[src/design/racl_pkg.sv]
package racl_pkg;

  // One result item as it leaves the block.
  typedef struct packed {
    logic [7:0] out_char;
    logic       out_valid;
    logic       end_of_text;
  } result_t;

  // Results produced by one accepted text byte: zero, one or two items.
  typedef struct packed {
    logic [1:0] cnt;
    result_t    r0;
    result_t    r1;
  } push_t;

endpackage

[src/design/release_text_ascii_cleaner.sv]
// Text byte cleaner: one raw text byte goes in per transfer and cleaned ASCII characters
// come out, one per result transfer, with end_of_text_o set on the last result of each
// text. A byte is decoded in the cycle it is taken and its results appear in the next cycle.
// The block takes one byte per cycle while each byte yields at most one result and results
// are taken; a byte that yields two characters (a bullet becomes a dash and a space) fills
// the two-entry result register, so the next byte waits until the first result has left.
// The byte rate is set by how many results each byte produces and how fast they are taken.
module release_text_ascii_cleaner (
  input  logic       clk_i,
  input  logic       rst_ni,
  input  logic       in_valid_i,
  output logic       in_ready_o,
  input  logic [7:0] text_byte_i,
  input  logic       last_byte_i,
  output logic       res_valid_o,
  input  logic       res_ready_i,
  output logic [7:0] out_char_o,
  output logic       out_valid_o,
  output logic       end_of_text_o
);
  import racl_pkg::*;

  push_t   push;
  result_t res;
  logic    accept;

  assign accept = in_valid_i && in_ready_o;

  // Byte decoder with its escape and sequence state.
  racl_decode u_decode (
    .clk_i       (clk_i),
    .rst_ni      (rst_ni),
    .accept_i    (accept),
    .text_byte_i (text_byte_i),
    .last_byte_i (last_byte_i),
    .push_o      (push)
  );

  // Result register that feeds the output channel.
  racl_outbuf u_outbuf (
    .clk_i        (clk_i),
    .rst_ni       (rst_ni),
    .push_valid_i (in_valid_i),
    .push_i       (push),
    .push_ready_o (in_ready_o),
    .res_valid_o  (res_valid_o),
    .res_ready_i  (res_ready_i),
    .res_o        (res)
  );

  assign out_char_o    = res.out_char;
  assign out_valid_o   = res.out_valid;
  assign end_of_text_o = res.end_of_text;

endmodule

[src/design/racl_decode.sv]
module racl_decode (
  input  logic              clk_i,
  input  logic              rst_ni,
  input  logic              accept_i,
  input  logic [7:0]        text_byte_i,
  input  logic              last_byte_i,
  output racl_pkg::push_t   push_o
);
  import racl_pkg::*;

  localparam logic [2:0] ModePlain  = 3'd0;
  localparam logic [2:0] ModeBslash = 3'd1;
  localparam logic [2:0] ModeHex    = 3'd2;
  localparam logic [2:0] ModeC2     = 3'd3;
  localparam logic [2:0] ModeE2     = 3'd4;
  localparam logic [2:0] ModeE280   = 3'd5;

  localparam logic [7:0] ChDash  = 8'h2D;
  localparam logic [7:0] ChSpace = 8'h20;
  localparam logic [7:0] ChBslash = 8'h5C;
  localparam logic [7:0] ChLowerU = 8'h75;

  // Characters gathered while one byte is worked on.
  typedef struct packed {
    logic [1:0] cnt;
    logic [7:0] ch0;
    logic [7:0] ch1;
    logic       prev_sp;
  } emit_t;

  // Appends one character, folding repeated spaces and capping at two.
  function automatic emit_t emit_f(emit_t e, logic [7:0] ch, logic ended);
    emit_t r;
    r = e;
    if (!ended && r.cnt != 2'd2 && !(ch == ChSpace && r.prev_sp)) begin
      r.prev_sp = (ch == ChSpace);
      if (r.cnt == 2'd0) begin
        r.ch0 = ch;
      end else begin
        r.ch1 = ch;
      end
      r.cnt = r.cnt + 2'd1;
    end
    return r;
  endfunction

  logic [2:0]  mode_q, mode_d;
  logic [15:0] hex_q, hex_d;
  logic [1:0]  dig_q, dig_d;
  logic        stop_q, stop_d;
  logic [1:0]  skip_q, skip_d;
  logic        prev_sp_q, prev_sp_d;
  logic        ended_q, ended_d;

  emit_t       e;
  logic        do_plain;
  logic        do_code;
  logic [15:0] code;
  logic [2:0]  dig_inc;
  logic        d_ok;
  logic [3:0]  d_val;
  logic [7:0]  b;
  push_t       push;

  assign b = text_byte_i;

  // Hex digit recognition, either case.
  always_comb begin
    d_ok  = 1'b1;
    d_val = 4'd0;
    if (b >= 8'h30 && b <= 8'h39) begin
      d_val = 4'(b - 8'h30);
    end else if (b >= 8'h41 && b <= 8'h46) begin
      d_val = 4'(b - 8'h37);
    end else if (b >= 8'h61 && b <= 8'h66) begin
      d_val = 4'(b - 8'h57);
    end else begin
      d_ok = 1'b0;
    end
  end

  // Next state and results for the byte at the input.
  always_comb begin
    mode_d   = mode_q;
    hex_d    = hex_q;
    dig_d    = dig_q;
    stop_d   = stop_q;
    skip_d   = skip_q;
    ended_d  = ended_q;
    e        = '{cnt: 2'd0, ch0: 8'd0, ch1: 8'd0, prev_sp: prev_sp_q};
    do_plain = 1'b0;
    do_code  = 1'b0;
    code     = hex_q;
    dig_inc  = {1'b0, dig_q} + 3'd1;

    if (!ended_q) begin
      unique case (mode_q)
        ModeBslash: begin
          mode_d = ModePlain;
          if (b == ChLowerU) begin
            mode_d = ModeHex;
            hex_d  = 16'd0;
            dig_d  = 2'd0;
            stop_d = 1'b0;
          end else begin
            e        = emit_f(e, ChBslash, ended_d);
            do_plain = 1'b1;
          end
        end
        ModeHex: begin
          if (!stop_q && d_ok) begin
            hex_d = {hex_q[11:0], d_val};
          end else begin
            stop_d = 1'b1;
          end
          dig_d = dig_inc[1:0];
          if (dig_inc[2]) begin
            mode_d  = ModePlain;
            code    = hex_d;
            do_code = 1'b1;
            hex_d   = 16'd0;
            dig_d   = 2'd0;
            stop_d  = 1'b0;
          end
        end
        ModeC2: begin
          mode_d = ModePlain;
          if (b == 8'hA0) begin
            e = emit_f(e, ChSpace, ended_d);
          end
        end
        ModeE2: begin
          if (b == 8'h80) begin
            mode_d = ModeE280;
          end else begin
            mode_d = ModePlain;
            skip_d = 2'd1;
          end
        end
        ModeE280: begin
          mode_d = ModePlain;
          if (b == 8'hA2) begin
            e = emit_f(e, ChDash, ended_d);
            e = emit_f(e, ChSpace, ended_d);
          end else if (b == 8'h93 || b == 8'h94) begin
            e = emit_f(e, ChDash, ended_d);
          end else if (b == 8'h83) begin
            e = emit_f(e, ChSpace, ended_d);
          end
        end
        default: begin
          mode_d   = ModePlain;
          do_plain = 1'b1;
        end
      endcase
    end

    // A completed escape maps its code point.
    if (do_code) begin
      if (code == 16'h2022) begin
        e = emit_f(e, ChDash, ended_d);
        e = emit_f(e, ChSpace, ended_d);
      end else if (code == 16'h2013 || code == 16'h2014) begin
        e = emit_f(e, ChDash, ended_d);
      end else if (code == 16'h00A0 || code == 16'h2003 || code == 16'h2002) begin
        e = emit_f(e, ChSpace, ended_d);
      end else if (code == 16'h0000) begin
        ended_d = 1'b1;
      end else if (code < 16'h0080) begin
        e = emit_f(e, code[7:0], ended_d);
      end
    end

    // Ordinary byte handling, including lead bytes of skipped sequences.
    if (do_plain) begin
      if (skip_q != 2'd0) begin
        skip_d = skip_q - 2'd1;
      end else if (b == 8'h00) begin
        ended_d = 1'b1;
      end else if (b == ChBslash) begin
        mode_d = ModeBslash;
      end else if (b == 8'hE2) begin
        mode_d = ModeE2;
      end else if (b == 8'hC2) begin
        mode_d = ModeC2;
      end else if (b >= 8'hC0) begin
        skip_d = (b < 8'hE0) ? 2'd1 : (b < 8'hF0) ? 2'd2 : 2'd3;
      end else begin
        e = emit_f(e, b, ended_d);
      end
    end

    // End of text: a trailing backslash is copied, then everything resets.
    if (last_byte_i && !ended_d && mode_d == ModeBslash) begin
      e = emit_f(e, ChBslash, ended_d);
    end

    push.cnt = e.cnt;
    push.r0  = '{out_char: e.ch0, out_valid: 1'b1, end_of_text: 1'b0};
    push.r1  = '{out_char: e.ch1, out_valid: 1'b1, end_of_text: 1'b0};
    prev_sp_d = e.prev_sp;

    if (last_byte_i) begin
      if (e.cnt == 2'd0) begin
        push.cnt = 2'd1;
        push.r0  = '{out_char: 8'd0, out_valid: 1'b0, end_of_text: 1'b1};
      end else if (e.cnt == 2'd1) begin
        push.r0.end_of_text = 1'b1;
      end else begin
        push.r1.end_of_text = 1'b1;
      end
      mode_d    = ModePlain;
      hex_d     = 16'd0;
      dig_d     = 2'd0;
      stop_d    = 1'b0;
      skip_d    = 2'd0;
      prev_sp_d = 1'b0;
      ended_d   = 1'b0;
    end
  end

  assign push_o = push;

  // Decoder state, advanced on each input transfer.
  always_ff @(posedge clk_i or negedge rst_ni) begin
    if (!rst_ni) begin
      mode_q    <= ModePlain;
      hex_q     <= 16'd0;
      dig_q     <= 2'd0;
      stop_q    <= 1'b0;
      skip_q    <= 2'd0;
      prev_sp_q <= 1'b0;
      ended_q   <= 1'b0;
    end else if (accept_i) begin
      mode_q    <= mode_d;
      hex_q     <= hex_d;
      dig_q     <= dig_d;
      stop_q    <= stop_d;
      skip_q    <= skip_d;
      prev_sp_q <= prev_sp_d;
      ended_q   <= ended_d;
    end
  end

  // The final byte of a text always yields at least one result.
  assert property (@(posedge clk_i) disable iff (!rst_ni)
    accept_i && last_byte_i |-> push_o.cnt != 2'd0)
    else $error("final byte produced no result");

  // After the final byte the decoder is back in plain text mode.
  assert property (@(posedge clk_i) disable iff (!rst_ni)
    accept_i && last_byte_i |=> mode_q == ModePlain && !ended_q && skip_q == 2'd0)
    else $error("decoder state not cleared after end of text");

endmodule

[src/design/racl_outbuf.sv]
module racl_outbuf (
  input  logic              clk_i,
  input  logic              rst_ni,
  input  logic              push_valid_i,
  input  racl_pkg::push_t   push_i,
  output logic              push_ready_o,
  output logic              res_valid_o,
  input  logic              res_ready_i,
  output racl_pkg::result_t res_o
);
  import racl_pkg::*;

  logic [1:0] cnt_q, cnt_d;
  result_t    slot0_q, slot0_d;
  result_t    slot1_q, slot1_d;
  logic       pop;
  logic       push;

  assign res_valid_o  = (cnt_q != 2'd0);
  assign res_o        = slot0_q;
  assign pop          = res_valid_o && res_ready_i;
  // Room for two new results once the buffer drains this cycle.
  assign push_ready_o = (cnt_q == 2'd0) || (cnt_q == 2'd1 && res_ready_i);
  assign push         = push_valid_i && push_ready_o;

  // Two-entry result register: slot 0 is always the head.
  always_comb begin
    cnt_d   = cnt_q;
    slot0_d = slot0_q;
    slot1_d = slot1_q;
    if (push) begin
      cnt_d   = push_i.cnt;
      slot0_d = push_i.r0;
      slot1_d = push_i.r1;
    end else if (pop) begin
      cnt_d   = cnt_q - 2'd1;
      slot0_d = slot1_q;
    end
  end

  always_ff @(posedge clk_i or negedge rst_ni) begin
    if (!rst_ni) begin
      cnt_q <= 2'd0;
    end else begin
      cnt_q <= cnt_d;
    end
  end

  always_ff @(posedge clk_i) begin
    slot0_q <= slot0_d;
    slot1_q <= slot1_d;
  end

  // The buffer never holds more than two results.
  assert property (@(posedge clk_i) disable iff (!rst_ni) cnt_q != 2'd3)
    else $error("result buffer overflow");

  // A full buffer never takes a new byte.
  assert property (@(posedge clk_i) disable iff (!rst_ni)
    cnt_q == 2'd2 |-> !push_ready_o)
    else $error("byte accepted while result buffer full");

endmodule
[config.mk]
export PLATFORM = sky130hd
export DESIGN_NAME = release_text_ascii_cleaner
export DESIGN_NICKNAME = d
export VERILOG_FILES = /design/src/design/racl_pkg.sv /design/src/design/release_text_ascii_cleaner.sv /design/src/design/racl_decode.sv /design/src/design/racl_outbuf.sv
export SDC_FILE = /design/constraint.sdc
export NUM_CORES = 1
export LEC_CHECK = 0
export BUFFER_PORTS_ARGS = -buffer_cell sky130_fd_sc_hd__buf_2
export CAP_MARGIN = 20
export CORE_MARGIN = 3
export CORE_UTILIZATION = 58
export CTS_CLUSTER_DIAMETER = 150
export DETAILED_ROUTE_END_ITERATION = 8
export HOLD_SLACK_MARGIN = 0.02
export PLACE_DENSITY = 0.76
export SLEW_MARGIN = 5
export SYNTH_ARGS = -nofsm -noshare
export SYNTH_HDL_FRONTEND = slang
export SYNTH_SLANG_ARGS = --single-unit
[constraint.sdc]
create_clock -name clk_i -period 15 [get_ports clk_i]
set_clock_uncertainty 0.15 [all_clocks]
set_input_delay 1.5 -clock clk_i [delete_from_list [all_inputs] [get_ports clk_i]]
set_output_delay 1.5 -clock clk_i [all_outputs]
set_load 0.05 [all_outputs]
==> results.md <==
- Post-synthesis sequential area ratio: 0.300
- GRT Total Usage: 0.299
- Critical Path Source Type: primary input
- Req. time, crit path: 14.87 ns
- Setup TNS: 0 ns
- Peak VDD IR: roughly 43 uV
- Min Tclk post-route: 8.92 ns
- # resized after CTS: 0
- Fin nets: between 500 and 600
- Residual DRC: 0
- DR WL/cell: 20.0 microns
- RD Place Congestion: approximately 1
- Starting Density: 0.611
- Yosys reg bits: 47
- Synth Flop Type: dfrtp_1
- Vias: between 4000 and 5000
- Setup violators final: 0
- Syn. warnings: 0
- Drt total wl: between 10000 and 15000 microns
- FF-to-FF End: u_outbuf.res_o[3]
- Width of the die: approximately 90 microns
- Syn_area_per_cell: around 8.3 sq um
- Synth Cell Area: 0.00424 sq mm
- N_diodes: 0
- DR iter-0 viols: 539
- TritonCTS clock tree: built
- Placed cells: approximately 610
- Total power: 507 uW
- Synth top area cells: dfrtp_1 (17%), edfxtp_1 (13%), ha_1 (5.0%), nand2_1 (4.1%), nor2_1 (4.0%)
- Initial antenna violation count: 0
- Final Util: 0.649
- Clock sink count: 47
- Share of cells above drive strength 1: 0.113
- Largest net degree at the start of global routing: 29
- Clk pin slew, worst setup/hold paths: 0.09 ns
- Endpoint, Worst Hold: u_decode.hex_q[15]
- CTS max path bufs: 2
- Peak Freq: between 100 and 150 MHz
- Fillers: between 600 and 700
- LEAKAGE: 0.00172 uW
- CTS buffer count: 5
- Worst path arrival time: 8.79 ns
- Routed Antenna Nets: 0
- Synth-to-Final Area Change: 6.28%
- Post-Synthesis Cells: about 510
- Power Density: roughly 110 mW/mm^2
- EDFF count, synth: 19
- Reg2Reg Depth: 24
- Crit share post-route: 0.595
- Worst Setup End Kind: register
- # hold bufs at CTS: 0
- RSZ-0062 raised after global routing: no
- Slew margin rel.: 0.287
- Vias/cell: 6.91
- 1st-pass router iterations: 5
- Die ar.: 0.00838 sq mm
- Row count: 30
- Sequential Area: 0.00127 sq mm
- Worst R2R Start: u_decode.ended_q
- Htree depth: 2
- Root Driver: clkbuf_8
- Hpwl dp: ~9200 microns
- Hold depth: 1
- First-pass GRT wire length: 20100 microns
- Post-synth top area cell: dfrtp_1
- Largest fanout on the critical path: 12
- Core area: slightly below 0.007 sq mm
- Post-placement cell area: 0.00438 sq mm
- Hold Vio Cnt, Final: 0
- Syn nets: about 540
- Clock latency on the worst-skew pair: about 0.31 ns
- Max_cap viols: 0
- I/O pin total: 25
- Setup Fix Bufs, Post-CTS: 0
- Critical Setup Path Class: primary input to register
- Worst Tran Pin Value: approximately 1.1 ns
- R2R setup slack: between 7 and 8 ns
- Post-Layout Cell Count: between 600 and 700
- Die height: between 90 and 100 microns
- Multi-input gate area: between 0.002 and 0.003 sq mm
- Hold/Removal Path Class: register to register
- Share of flip-flops with an asynchronous set or reset: 0.596
- Status: complete, no violations
- Vias in the first global route: 3789
- Distinct cell type count of the synthesized netlist: 83
- Final Cell Area: between 0.004 and 0.005 sq mm
- IO buf count: 24
- Slew Limit Fails: 0
- Post-synth top area share: 0.165
- Hold path start: u_decode.hex_q[15]
- GRT overflow: 0
-- worst max path at each step --
stage | start | to | slack, ns
finish | text_byte_i[0] | u_outbuf.res_o[3] | 6.08
floorplan | text_byte_i[0] | u_outbuf.res_o[7] | 6.83
detailed placement | text_byte_i[0] | u_outbuf.res_o[3] | 5.93
CTS | text_byte_i[0] | u_outbuf.res_o[3] | 6.24
global placement | text_byte_i[0] | u_outbuf.res_o[7] | 6.27
global route | text_byte_i[0] | u_outbuf.res_o[3] | 5.35
-- registers in the layout (all words and copies together), names as in the netlist, 2 cells and up --
| name | flops |
|---|---|
| u_decode.hex_q | 16 |
| u_outbuf.res_o | 10 |
| u_outbuf.slot1_q | 9 |
| u_decode.mode_q | 3 |
| u_decode.dig_q | 2 |
| u_decode.skip_q | 2 |
| u_outbuf.cnt_q | 2 |
-- cells in the mapped netlist, types with 3 or more instances --
cell type,count
a31oi_1,7
a21oi_1,26
mux2i_1,11
nand4_1,4
nor3b_1,3
nor4_1,11
o21ai_1,3
nor3_1,19
ha_1,17
o22ai_1,7
o21ai_0,29
edfxtp_1,19
clkbuf_1,24
mux2_2,4
inv_1,18
a211oi_1,16
dfrtp_1,28
nand3_1,16
or2_2,4
a21o_1,7
nor2_1,45
nor2b_1,13
buf_2,4
or3_1,8
o31ai_1,7
a22o_1,17
and3_1,5
o21bai_1,3
o2111ai_1,4
o211ai_1,4
nand2b_1,9
o41ai_1,3
and2_1,4
a211o_1,4
nand2_1,46
or3b_1,4
-- worst max-delay path, cell delays in order --
cell and delay [ns]:
buf_2 0.17, inv_1 0.17, ha_1 0.18, or3b_1 0.40
nor3_1 0.26, a21oi_1 0.11, o22a_1 0.20, a21o_1 0.25
ha_1 0.37, nor2_1 0.35, mux2i_1 0.19, ha_1 0.31
nor2_1 0.15, mux2i_1 0.10, o41ai_1 0.69, nor2_1 0.19
ha_1 0.29, nor3_1 0.29, a21boi_1 0.51, xor2_1 0.18
ha_1 0.24, and4b_1 0.23, o21ai_0 0.13, nor3_1 0.51
a21o_1 0.14, o21ai_1 0.10, a211oi_4 0.48, a211oi_1 0.10
-- power breakdown --
| part | leakage [uW] | switching (uW) | internal (uW) |
|---|---|---|---|
| registers | 0.000567 | 8.81 | 162 |
| logic | 0.00110 | 171 | 67.1 |
| clock network | 0.0000548 | 47.7 | 50.3 |
-- metal layers --
| layer | GRT usage | part of all wire | wire length [microns] |
|---|---|---|---|
| met5 | 0 | 0 | 0 |
| met3 | 0.0563 | 0.10 | 1220 |
| met1 | 0.425 | 0.42 | 5180 |
| met4 | 0.122 | 0.037 | 452 |
| met2 | 0.444 | 0.44 | 5450 |
-- through the flow --
stage	hold WS [ns]	setup slack, ns
6_report	0.360	6.08
5_1_grt	0.401	5.35
4_1_cts	0.363	6.24
3_5_place_dp	0.337	5.93
3_3_place_gp	0.311	6.27
2_1_floorplan	0.300	6.83
-- cell type report --
| type | instances | share of cell area |
|---|---|---|
| inverter | 19 | 0.0158 |
| tap | 96 | 0.0266 |
| clock buffer | 5 | 0.0153 |
| sequential | 47 | 0.282 |
| multi-input combinational | 416 | 0.613 |
| clock inverter | 3 | 0.0103 |
| timing repair buffer | 30 | 0.0366 |
-- placed cells by master, fill, tap and decap left out, types with 4 or more instances in the layout --
cell        n
o21ai_0    29
dfrtp_1    28
and2_1      4
a211o_1     4
inv_1      18
o2111ai_1   4
o31ai_1     7
nand4_1     4
a31oi_1     7
o22ai_1     7
mux2i_1    11
nand2_1    46
a22o_1     17
buf_2      24
and3_1      5
nor2_1     45
nand2b_1    9
edfxtp_1   19
a21oi_1    26
or3b_1      4
buf_4       6
nor2b_1    13
nor4_1     11
or3_1       8
o211ai_1    4
mux2_2      4
clkbuf_8    5
or2_2       4
a211oi_1   16
a21o_1      7
nand3_1    16
ha_1       17
nor3_1     19
-- cells by family (layout without fill, tap and decap cells) --
group	after synthesis	count (layout)	share of synthesized area
simple gates	211	211	0.269
compound gates	171	171	0.292
buf+inv	51	57	0.0484
flops	47	47	0.300
fa+ha+maj	17	17	0.0501
mux	15	15	0.0366
xor+xnor	2	2	0.00413
Note: power is estimated with default switching activity, not from simulation.
